**src/rtl/dstd_pkg.sv**
```systemverilog
// dstd_pkg: shared widths, codes and divider request/response types
// for the dual sensor twist detector; depends on nothing
`default_nettype none

package dstd_pkg;

    localparam int DELTA_WIDTH = 16;
    localparam int CFG_WIDTH   = 16;
    localparam int CFG_IDX_W   = 1;
    localparam int EXT_W       = DELTA_WIDTH + 1;
    localparam int CMP_W       = (EXT_W > CFG_WIDTH) ? EXT_W : CFG_WIDTH;

    localparam logic [CFG_IDX_W-1:0] REG_TOLERANCE = 1'd0;
    localparam logic [CFG_IDX_W-1:0] REG_DIVISOR   = 1'd1;

    localparam logic [1:0] SRC_A = 2'd0;
    localparam logic [1:0] SRC_B = 2'd1;

    localparam logic [1:0] IN_AXIS_X = 2'd0;
    localparam logic [1:0] IN_AXIS_Y = 2'd1;

    localparam logic [1:0] AXIS_X     = 2'd0;
    localparam logic [1:0] AXIS_Y     = 2'd1;
    localparam logic [1:0] AXIS_WHEEL = 2'd2;
    localparam logic [1:0] AXIS_OTHER = 2'd3;

    typedef enum logic [2:0] {
        ST_IDLE,
        ST_DIFF,
        ST_CHECK,
        ST_DIV,
        ST_DONE
    } state_t;

    typedef struct packed {
        logic                   start;
        logic [DELTA_WIDTH-1:0] dividend;
        logic [CFG_WIDTH-1:0]   divisor;
    } div_req_t;

    typedef struct packed {
        logic                   done;
        logic [DELTA_WIDTH-1:0] quotient;
    } div_rsp_t;

endpackage

`default_nettype wire

```
**src/rtl/dual_sensor_twist_detector.sv**
```systemverilog
// dual_sensor_twist_detector: twist detection across two sensor Y deltas
// path: a pass-through word goes IDLE, DONE, output register; a relative Y word from source
// A or B goes IDLE, DIFF, CHECK, then DONE (unmatched) or DIV, DONE (twist), waiting in DIV on
// the bit-serial divider, one bit a cycle; DONE stalls until the output register is free
// throughput: one word in work at a time; a new word is taken only back in IDLE
// reset: synchronous active low, clears both stored deltas and both registers
`default_nettype none

module dual_sensor_twist_detector
    import dstd_pkg::*;
(
    input  wire logic                   aclk,
    input  wire logic                   aresetn,
    input  wire logic                   s_valid,
    output logic                        s_ready,
    input  wire logic                   s_is_relative,
    input  wire logic [1:0]             s_source,
    input  wire logic [1:0]             s_axis,
    input  wire logic [DELTA_WIDTH-1:0] s_value,
    output logic                        m_valid,
    input  wire logic                   m_ready,
    output logic                        m_forward,
    output logic [1:0]                  m_out_axis,
    output logic [DELTA_WIDTH-1:0]      m_out_value,
    input  wire logic                   cfg_valid,
    output logic                        cfg_ready,
    input  wire logic [CFG_IDX_W-1:0]   cfg_index,
    input  wire logic [CFG_WIDTH-1:0]   cfg_data
);

    state_t                 state_reg, state_next;
    logic                   m_valid_reg, m_valid_next;
    logic [DELTA_WIDTH-1:0] a_reg, a_next;
    logic [DELTA_WIDTH-1:0] b_reg, b_next;
    logic [CFG_WIDTH-1:0]   tol_reg, tol_next;
    logic [CFG_WIDTH-1:0]   div_reg, div_next;

    logic                   m_forward_reg, m_forward_next;
    logic [1:0]             m_axis_reg, m_axis_next;
    logic [DELTA_WIDTH-1:0] m_value_reg, m_value_next;
    logic                   res_fwd_reg, res_fwd_next;
    logic [1:0]             res_axis_reg, res_axis_next;
    logic [DELTA_WIDTH-1:0] res_value_reg, res_value_next;
    logic                   neg_reg, neg_next;
    logic [EXT_W-1:0]       diff_reg, diff_next;
    logic [EXT_W-1:0]       sum_reg, sum_next;

    logic [EXT_W-1:0]       a_ext, b_ext;
    logic [EXT_W-1:0]       abs_diff, sum_mag;
    logic                   twist;
    logic                   y_event;
    logic [1:0]             pass_axis;
    logic                   out_free;
    div_req_t               div_req;
    div_rsp_t               div_rsp;

    dstd_serdiv u_div (
        .aclk    (aclk),
        .aresetn (aresetn),
        .req     (div_req),
        .rsp     (div_rsp)
    );

    always_comb begin
        a_ext    = {a_reg[DELTA_WIDTH-1], a_reg};
        b_ext    = {b_reg[DELTA_WIDTH-1], b_reg};
        abs_diff = diff_reg[EXT_W-1] ? (EXT_W'(0) - diff_reg) : diff_reg;
        sum_mag  = sum_reg[EXT_W-1] ? (EXT_W'(0) - sum_reg) : sum_reg;
        twist    = (a_reg != '0) && (b_reg != '0)
                   && (a_reg[DELTA_WIDTH-1] == b_reg[DELTA_WIDTH-1])
                   && (CMP_W'(abs_diff) <= CMP_W'(tol_reg));
        y_event  = s_is_relative && ((s_source == SRC_A) || (s_source == SRC_B))
                   && (s_axis == IN_AXIS_Y);
        if (!s_is_relative) begin
            pass_axis = AXIS_OTHER;
        end else if (s_axis == IN_AXIS_X) begin
            pass_axis = (s_source == SRC_B) ? AXIS_Y : AXIS_X;
        end else if (s_axis == IN_AXIS_Y) begin
            pass_axis = AXIS_Y;
        end else begin
            pass_axis = AXIS_OTHER;
        end
        out_free = !m_valid_reg || m_ready;
    end

    always_comb begin
        state_next       = state_reg;
        m_valid_next     = m_valid_reg && !m_ready;
        a_next           = a_reg;
        b_next           = b_reg;
        tol_next         = tol_reg;
        div_next         = div_reg;
        m_forward_next   = m_forward_reg;
        m_axis_next      = m_axis_reg;
        m_value_next     = m_value_reg;
        res_fwd_next     = res_fwd_reg;
        res_axis_next    = res_axis_reg;
        res_value_next   = res_value_reg;
        neg_next         = neg_reg;
        diff_next        = diff_reg;
        sum_next         = sum_reg;
        div_req.start    = 1'b0;
        div_req.dividend = sum_mag[DELTA_WIDTH:1];
        div_req.divisor  = (div_reg == '0) ? CFG_WIDTH'(1) : div_reg;
        s_ready          = (state_reg == ST_IDLE);

        if (cfg_valid) begin
            case (cfg_index)
                REG_TOLERANCE: tol_next = cfg_data;
                REG_DIVISOR:   div_next = cfg_data;
                default: ;
            endcase
        end

        case (state_reg)
            ST_IDLE: begin
                if (s_valid) begin
                    if (y_event) begin
                        if (s_source == SRC_A) begin
                            a_next = s_value;
                        end else begin
                            b_next = s_value;
                        end
                        state_next = ST_DIFF;
                    end else begin
                        res_fwd_next   = 1'b1;
                        res_axis_next  = pass_axis;
                        res_value_next = s_value;
                        state_next     = ST_DONE;
                    end
                end
            end
            ST_DIFF: begin
                diff_next  = a_ext - b_ext;
                sum_next   = a_ext + b_ext;
                state_next = ST_CHECK;
            end
            ST_CHECK: begin
                if (twist) begin
                    div_req.start = 1'b1;
                    neg_next      = sum_reg[EXT_W-1];
                    a_next        = '0;
                    b_next        = '0;
                    state_next    = ST_DIV;
                end else begin
                    res_fwd_next   = 1'b0;
                    res_axis_next  = AXIS_X;
                    res_value_next = '0;
                    state_next     = ST_DONE;
                end
            end
            ST_DIV: begin
                if (div_rsp.done) begin
                    res_fwd_next   = 1'b1;
                    res_axis_next  = AXIS_WHEEL;
                    res_value_next = neg_reg ? (DELTA_WIDTH'(0) - div_rsp.quotient)
                                             : div_rsp.quotient;
                    state_next     = ST_DONE;
                end
            end
            ST_DONE: begin
                if (out_free) begin
                    m_valid_next   = 1'b1;
                    m_forward_next = res_fwd_reg;
                    m_axis_next    = res_axis_reg;
                    m_value_next   = res_value_reg;
                    state_next     = ST_IDLE;
                end
            end
            default: state_next = ST_IDLE;
        endcase
    end

    always_ff @(posedge aclk) begin
        if (!aresetn) begin
            state_reg   <= ST_IDLE;
            m_valid_reg <= 1'b0;
            a_reg       <= '0;
            b_reg       <= '0;
            tol_reg     <= '0;
            div_reg     <= '0;
        end else begin
            state_reg   <= state_next;
            m_valid_reg <= m_valid_next;
            a_reg       <= a_next;
            b_reg       <= b_next;
            tol_reg     <= tol_next;
            div_reg     <= div_next;
        end
    end

    always_ff @(posedge aclk) begin
        m_forward_reg <= m_forward_next;
        m_axis_reg    <= m_axis_next;
        m_value_reg   <= m_value_next;
        res_fwd_reg   <= res_fwd_next;
        res_axis_reg  <= res_axis_next;
        res_value_reg <= res_value_next;
        neg_reg       <= neg_next;
        diff_reg      <= diff_next;
        sum_reg       <= sum_next;
    end

    assign cfg_ready   = 1'b1;
    assign m_valid     = m_valid_reg;
    assign m_forward   = m_forward_reg;
    assign m_out_axis  = m_axis_reg;
    assign m_out_value = m_value_reg;

    a_one_in_work: assert property (@(posedge aclk) disable iff (!aresetn)
        (s_valid && s_ready) |=> !s_ready)
        else $error("second word taken while one is in work");
    a_start_in_check: assert property (@(posedge aclk) disable iff (!aresetn)
        div_req.start |-> (state_reg == ST_CHECK))
        else $error("divider started outside the twist check");
    a_stores_cleared: assert property (@(posedge aclk) disable iff (!aresetn)
        (state_reg == ST_DIV && div_rsp.done) |=> (a_reg == '0 && b_reg == '0))
        else $error("stored deltas not cleared after a twist");
    a_swallow_zero: assert property (@(posedge aclk) disable iff (!aresetn)
        (m_valid && !m_forward) |-> (m_out_axis == AXIS_X && m_out_value == '0))
        else $error("swallowed word carries data");

endmodule

`default_nettype wire

```
**src/rtl/dstd_serdiv.sv**
```systemverilog
// dstd_serdiv: bit-serial restoring divider, one quotient bit per cycle
// depends on dstd_pkg
`default_nettype none

module dstd_serdiv
    import dstd_pkg::*;
(
    input  wire logic     aclk,
    input  wire logic     aresetn,
    input  wire div_req_t req,
    output div_rsp_t      rsp
);

    localparam int CNT_W = $clog2(DELTA_WIDTH + 1);

    logic                   busy_reg, busy_next;
    logic                   done_reg, done_next;
    logic [CNT_W-1:0]       cnt_reg, cnt_next;
    logic [CFG_WIDTH-1:0]   rem_reg, rem_next;
    logic [DELTA_WIDTH-1:0] quo_reg, quo_next;
    logic [CFG_WIDTH-1:0]   dvs_reg, dvs_next;
    logic [CFG_WIDTH:0]     trial;
    logic                   fits;

    always_comb begin
        trial     = {rem_reg, quo_reg[DELTA_WIDTH-1]};
        fits      = (trial >= {1'b0, dvs_reg});
        busy_next = busy_reg;
        done_next = 1'b0;
        cnt_next  = cnt_reg;
        rem_next  = rem_reg;
        quo_next  = quo_reg;
        dvs_next  = dvs_reg;
        if (req.start) begin
            busy_next = 1'b1;
            cnt_next  = CNT_W'(DELTA_WIDTH);
            rem_next  = '0;
            quo_next  = req.dividend;
            dvs_next  = req.divisor;
        end else if (busy_reg) begin
            if (fits) begin
                rem_next = CFG_WIDTH'(trial - {1'b0, dvs_reg});
            end else begin
                rem_next = trial[CFG_WIDTH-1:0];
            end
            quo_next = {quo_reg[DELTA_WIDTH-2:0], fits};
            cnt_next = cnt_reg - CNT_W'(1);
            if (cnt_reg == CNT_W'(1)) begin
                busy_next = 1'b0;
                done_next = 1'b1;
            end
        end
    end

    always_ff @(posedge aclk) begin
        if (!aresetn) begin
            busy_reg <= 1'b0;
            done_reg <= 1'b0;
            cnt_reg  <= '0;
        end else begin
            busy_reg <= busy_next;
            done_reg <= done_next;
            cnt_reg  <= cnt_next;
        end
    end

    always_ff @(posedge aclk) begin
        rem_reg <= rem_next;
        quo_reg <= quo_next;
        dvs_reg <= dvs_next;
    end

    assign rsp.done     = done_reg;
    assign rsp.quotient = quo_reg;

    a_start_idle: assert property (@(posedge aclk) disable iff (!aresetn)
        req.start |-> !busy_reg)
        else $error("divider started while busy");
    a_done_pulse: assert property (@(posedge aclk) disable iff (!aresetn)
        done_reg |=> !done_reg)
        else $error("divider done held longer than one cycle");
    a_done_after_busy: assert property (@(posedge aclk) disable iff (!aresetn)
        $rose(done_reg) |-> $past(busy_reg))
        else $error("divider done without a division");

endmodule

`default_nettype wire
```
**config.mk**
```make
export PLATFORM = sky130hd
export DESIGN_NAME = dual_sensor_twist_detector
export DESIGN_NICKNAME = d
export VERILOG_FILES = /design/src/rtl/dstd_pkg.sv /design/src/rtl/dual_sensor_twist_detector.sv /design/src/rtl/dstd_serdiv.sv
export SDC_FILE = /design/constraint.sdc
export NUM_CORES = 1
export LEC_CHECK = 0
export BUFFER_PORTS_ARGS = -buffer_cell sky130_fd_sc_hd__buf_2
export CAP_MARGIN = 0
export CORE_MARGIN = 4
export CORE_UTILIZATION = 45
export DETAILED_ROUTE_END_ITERATION = 8
export GPL_TIMING_DRIVEN = 0
export PLACE_DENSITY = 0.68
export SLEW_MARGIN = 20
export SYNTH_ARGS = -nofsm -noshare
export SYNTH_HDL_FRONTEND = slang
export SYNTH_SLANG_ARGS = --single-unit
```
**constraint.sdc**
```tcl
create_clock -name aclk -period 8.53 [get_ports aclk]
set_input_delay 0 -clock aclk [delete_from_list [all_inputs] [get_ports aclk]]
set_output_delay 0 -clock aclk [all_outputs]
set_load 0.1 [all_outputs]
```
# [Yosys cells after proc, flatten, opt, wreduce, memory -nomap -nowiden]
# Index checks and enable logic that the tools add are counted.
[word_totals] register_bits=196 latch_bits=0 ramBits=0 romBits=0 input_bits=43 output_inout_bits=22 elab_cells=130 memories=0
[op_classes] n_addsub=7 mul=0 div=0 magnitude_cmp=2 eq_ne=17 n_shift=0 muxes=50 bitwise_logic=3 n_reduce_logical=29
[op_table] operator="two-way mux 16 bit" n=15
[op_table] operator="one-hot mux 16 bit (2 select lines)" n=2
[op_table] operator="one-hot mux 16 bit (3 select lines)" n=1
[op_table] operator="two-way mux 17 bit" n=2
[op_table] operator="subtractor 1 x 17 -> 17 bit, first input constant" n=2
[op_table] operator="nonzero test 16 bit" n=2
[op_table] operator="adder 16 x 16 -> 17 bit" n=1
[op_table] operator="greater-or-equal comparator 17 x 16 -> 1 bit" n=1
[op_table] operator="less-or-equal comparator 17 x 16 -> 1 bit" n=1
[op_table] operator="subtractor 16 x 16 -> 17 bit" n=1
[op_table] operator="logical NOT 16 bit" n=1
[op_table] operator="subtractor 1 x 16 -> 16 bit, first input constant" n=1
[op_table] operator="subtractor 16 bit" n=1
[op_table] operator="two-way mux 3 bit" n=5
[op_table] operator="one-hot mux 3 bit (5 select lines)" n=1
[op_table] operator="AND reduction 5 bit" n=3
[op_table] operator="two-way mux 2 bit" n=7
[op_table] operator="two-way mux 1 bit" n=13
[op_table] operator="!= test 2 bit, second input constant" n=6
[op_table] operator="two-way mux 5 bit" n=2
[op_table] operator="AND reduction 2 bit" n=4
[op_table] operator="equality test 3 x 2 -> 1 bit, second input constant" n=2
[op_table] operator="logical AND 1 bit" n=6
[op_table] operator="!= test 2 x 1 -> 1 bit, second input constant" n=3
[op_table] operator="other kinds (18)" n=25

# [Longest topological paths before layout]
[depth] ltp_word=7 mapped_depth=16

# [Modules after synthesis]
# From an unflattened synthesis, not the netlist that was laid out.
[unflattened] hier_cells=1210 area_unflattened_um2=11609.9
[modules_own_cells] mod="dual_sensor_twist_detector" n_inst=1 cells_per_inst=898 area_per_inst_um2=8320.5 seq_area_each_um2=3523.4
[modules_own_cells] mod="dstd_serdiv" n_inst=1 cells_per_inst=312 area_per_inst_um2=3289.4 seq_area_each_um2=1421.4

# [Least setup slack after synthesis]
# OpenSTA, ideal clock, no wires.
[synth_path] path_kind="flip-flop to flip-flop" startpoint="register diff_reg[3]" endpoint="register res_axis_reg[0] (enable)" setup_time_ns=0.393 t_arrival_ns=4.183 required_ns=8.137 path_slack_ns=3.953 path_stages_with_launch=15 path_buffers=1 cell_sequence="edfxtp_1 -> or3_1 -> or3_1 -> or2_2 -> o31ai_1 -> o21ai_0 -> xor2_1 -> ha_1 -> nand3_1 -> nor3_1 -> o221ai_1 -> and3_1 -> o211a_1 -> buf_2 -> nor3_2"
[synth_between] elab_chain_cells=6
[synth_lines] item="start: declaration" line="dual_sensor_twist_detector.sv:45" source="logic [EXT_W-1:0] diff_reg, diff_next;"
[synth_lines] item="start signal: assignment" line="dual_sensor_twist_detector.sv:200" source="diff_reg <= diff_next;"
[synth_lines] item="subtractor 1 x 17 -> 17 bit" line="dual_sensor_twist_detector.sv:67" source="abs_diff = diff_reg[EXT_W-1] ? (EXT_W'(0) - diff_reg) : diff_reg;"
[synth_lines] item="two-way mux 17 bit (*)" line="dual_sensor_twist_detector.sv:67"
[synth_lines] item="less-or-equal comparator 17 x 16 -> 1 bit (*)" line="dual_sensor_twist_detector.sv:71" source="&& (CMP_W'(abs_diff) <= CMP_W'(tol_reg));"
[synth_lines] item="logical AND 1 bit (*)" line="dual_sensor_twist_detector.sv:71"
[synth_lines] item="!= test 2 bit (no source line) (*)"
[synth_lines] item="AND reduction 5 bit (no source line) (*)"
[synth_lines] item="end signal: assignment" line="dual_sensor_twist_detector.sv:197" source="res_axis_reg <= res_axis_next;"
[synth_lines] item="end: declaration" line="dual_sensor_twist_detector.sv:42" source="logic [1:0] res_axis_reg, res_axis_next;"
# Every way passes the cells marked *; elsewhere a longest branch is shown, timed or not.
# A chain may end at the register's enable or synchronous reset.

# [Final worst setup path]
[layout_path] startpoint="register diff_reg[2]" endpoint="register res_value_reg[15] (enable)"
[layout_between] elab_chain_cells=6
[layout_lines] item="subtractor 1 x 17 -> 17 bit" line="dual_sensor_twist_detector.sv:67"
[layout_lines] item="two-way mux 17 bit (*)" line="dual_sensor_twist_detector.sv:67"
[layout_lines] item="less-or-equal comparator 17 x 16 -> 1 bit (*)" line="dual_sensor_twist_detector.sv:71"
[layout_lines] item="logical AND 1 bit (*)" line="dual_sensor_twist_detector.sv:71"
[layout_lines] item="!= test 2 bit (no source line) (*)"
[layout_lines] item="AND reduction 5 bit (no source line) (*)"
[layout_lines] item="end signal: assignment" line="dual_sensor_twist_detector.sv:198" source="res_value_reg <= res_value_next;"
[layout_lines] item="end: declaration" line="dual_sensor_twist_detector.sv:43" source="logic [DELTA_WIDTH-1:0] res_value_reg, res_value_next;"
# Marked as above.

==> results.cfg <==
[final_layout]
fin_area_sq_um = 12800
final_cells = 1648
fillers = 2206
nets = 1426
post-route-util_pct = 52.6
register_area_sq_um = 4940
n_antenna_cell = 0
largest_reg_flops = 17
syn_to_final_growth_pct = 15.8
multiInputGateArea_sq_um = 5520
drive_above_1_share_pct = 11.5

[power]
power_mw = 2.06
p_switching_mw = 0.542
power.share.clock_pct = 39.9
power_frac_seq_pct = 49.9
power_switching_share_pct = 26.3
leakagePower_nw = 4.89
ir_worst_vdd_uv = 114
p_per_area_nw_per_um2 = 161
p_int_mw = 1.52
power.share.combinational_pct = 10.1

[global_route]
grt_pass1_wl_um = 41300
grtUsageTotal_pct = 19.3
overflow = 0
grt_pass1_vias = 8257
grt_antenna_before_repair = 1
grt_max_degree = 27

[routing]
route.met2.wl_um = 12500
dr.pass1.iters = 7
avgViaCountPerCell = 5.26
wl_met1_um = 11300
drc = 0
dr.max_layer_used = met4
routed_wl_um = 25700
wl_met3_um = 1150
drtIter0Drc = 565
vias = 8666
antenna_left = 0
routedWlPerCell_um = 15.6

[place]
portBuffers = 62
hpwl_um = 19500
preCtsSetupSlack_ps = 3580
gp_congestion = 0.878
place_area_sq_um = 11800
placed_cells = 1579

[setup_path]
worstSetupEndpointType = register
path_class = reg -> reg
path_max_fanout = 20
startpoint_type = register
crit_required_ps = 8590
critPathArrivalTime_ps = 5060

[floorplan]
io_pins = 65
rows = 57
start_util_pct = 45.5
die_h_um = 165
core_sq_um = 24200
die-area_sq_um = 27100
die_w_um = 165

[synthesis]
yosysWarnings = 0
ys.flop_type = edfxtp_1
synth_enable_flop_cells = 104
synth_area_sq_um = 11000
netlist_instances = 1192
synth.avg_cell_area_sq_um = 9.25
synth_seq_cells = 195
synthDistinctLibCells = 70
synthesis.nets = 1307
synth-seq-area-share_pct = 44.8
async_flop_share_pct = 0

[cts]
numCtsBuffers = 17
ctsResizeCount = 0
cts_tree = yes
worstSkewPairLatency_ps = 440
ctsLongestPathBuffers = 2
h-tree-depth = 4
post-cts-setup-buffers = 0
cts_root_buf = clkbuf_16
holdBufCountCts = 37
cts.sinks = 195
cts.clk_slew.worst_paths_ps = 80

[sta]
clock_skew_ps = 21.6
fin_crit_ps = 5000
fin_hold_ws_ps = 29.7
worst_slew_pin_slew_ps = 913
setup_ws_ps = 3530
slew_headroom_pct = 39.1
finalSetupViolations = 0
hold_viol_final = 0
fin_crit_sh_pct = 58.6
fmax_mhz = 200
tns_ps = 0
rsz0062_at_grt = no
drv_slew = 0

[hold_path]
hp-class = in -> reg

[job]
cap_viol_max_count = 0

[outcome]
status = finished, final reports clean
## power by group through the flow
stage,Sequential [mW],Clock (mW),Combinational (mW)
floorplan,1.08,0,0.110
global placement,1.05,0,0.190
detailed placement,1.05,0,0.194
CTS,1.03,0.838,0.208
global route,1.03,0.872,0.228
finish,1.03,0.822,0.208
## cell usage after synthesis, types with 16 or more instances
cell / number / share of area (%)
nor2_1: 76 / 2.6
nor4_1: 19 / 1.1
o21ai_1: 23 / 1.0
clkbuf_1: 54 / 1.8
nand2_1: 198 / 6.7
a21boi_0: 34 / 2.3
xor2_1: 32 / 2.5
ha_1: 69 / 7.8
a21oi_1: 40 / 1.8
inv_1: 80 / 2.7
nand2b_1: 18 / 1.0
o31ai_1: 16 / 1.1
o21ai_0: 61 / 2.8
dfxtp_1: 91 / 17
nor3_1: 22 / 1.0
xnor2_1: 48 / 3.8
edfxtp_1: 104 / 28
## cell type report
type	count	area share (%)
inverters	80	2.35
well taps	324	3.18
plain buffers	68	2.22
clock buffers	18	3.36
flip-flops and latches	195	38.7
clock inverters	14	1.40
repair buffers	100	5.55
multi-input cells	849	43.2
## worst max-delay path, stage by stage, from the launching register on
cell,delay (ps)
edfxtp_1,460
or3_1,430
or3_1,330
or2_2,310
o31ai_1,420
o21ai_0,200
xor2_1,180
ha_1,300
nand3_1,100
nor3_1,270
o221ai_1,200
and3_1,250
o211a_1,230
buf_2,170
nor3_4,770
## layer usage
metal | track usage [%] | vias up
li1 | - | 4393
met5 | 0 | -
met2 | 32.4 | 190
met4 | 7.86 | 0
met3 | 3.37 | 56
met1 | 24.7 | 4027
## placed cells by master, fill, tap and decap left out, types with 22 or more instances in the layout
master	n
xor2_1	32
a21boi_0	34
nand2_1	198
o21ai_1	23
buf_2	70
inv_1	80
o21ai_0	61
nor2_1	74
a21oi_1	40
xnor2_1	48
edfxtp_1	104
clkbuf_1	55
dlygate4sd3_1	37
dfxtp_1	91
nor3_1	22
ha_1	69
## path summary, 6_finish.rpt
kind / slack, ps / start / to / cells past startpoint
max reg2reg: 3530 / diff_reg[2] / res_value_reg[15] / 14
min: 30 / cfg_valid / div_reg[0] / 4
max: 3530 / diff_reg[2] / res_value_reg[15] / 14
min reg2reg: 420 / res_value_reg[5] / m_out_value[5] / 0
## kinds of logic (layout without fill, tap and decap cells)
family	Yosys count	after routing	synth area share [%]
AOI/OAI and AO/OA	263	263	16.0
xor gates and xnor gates	80	80	6.35
adders and majority gates	72	72	8.37
buffers and inverters	148	280	5.30
DFF	195	195	44.8
muxes	17	17	1.59
other	1	1	0.0340
and+or+nand+nor	416	416	17.5
Power figures use the tool's default switching activity.
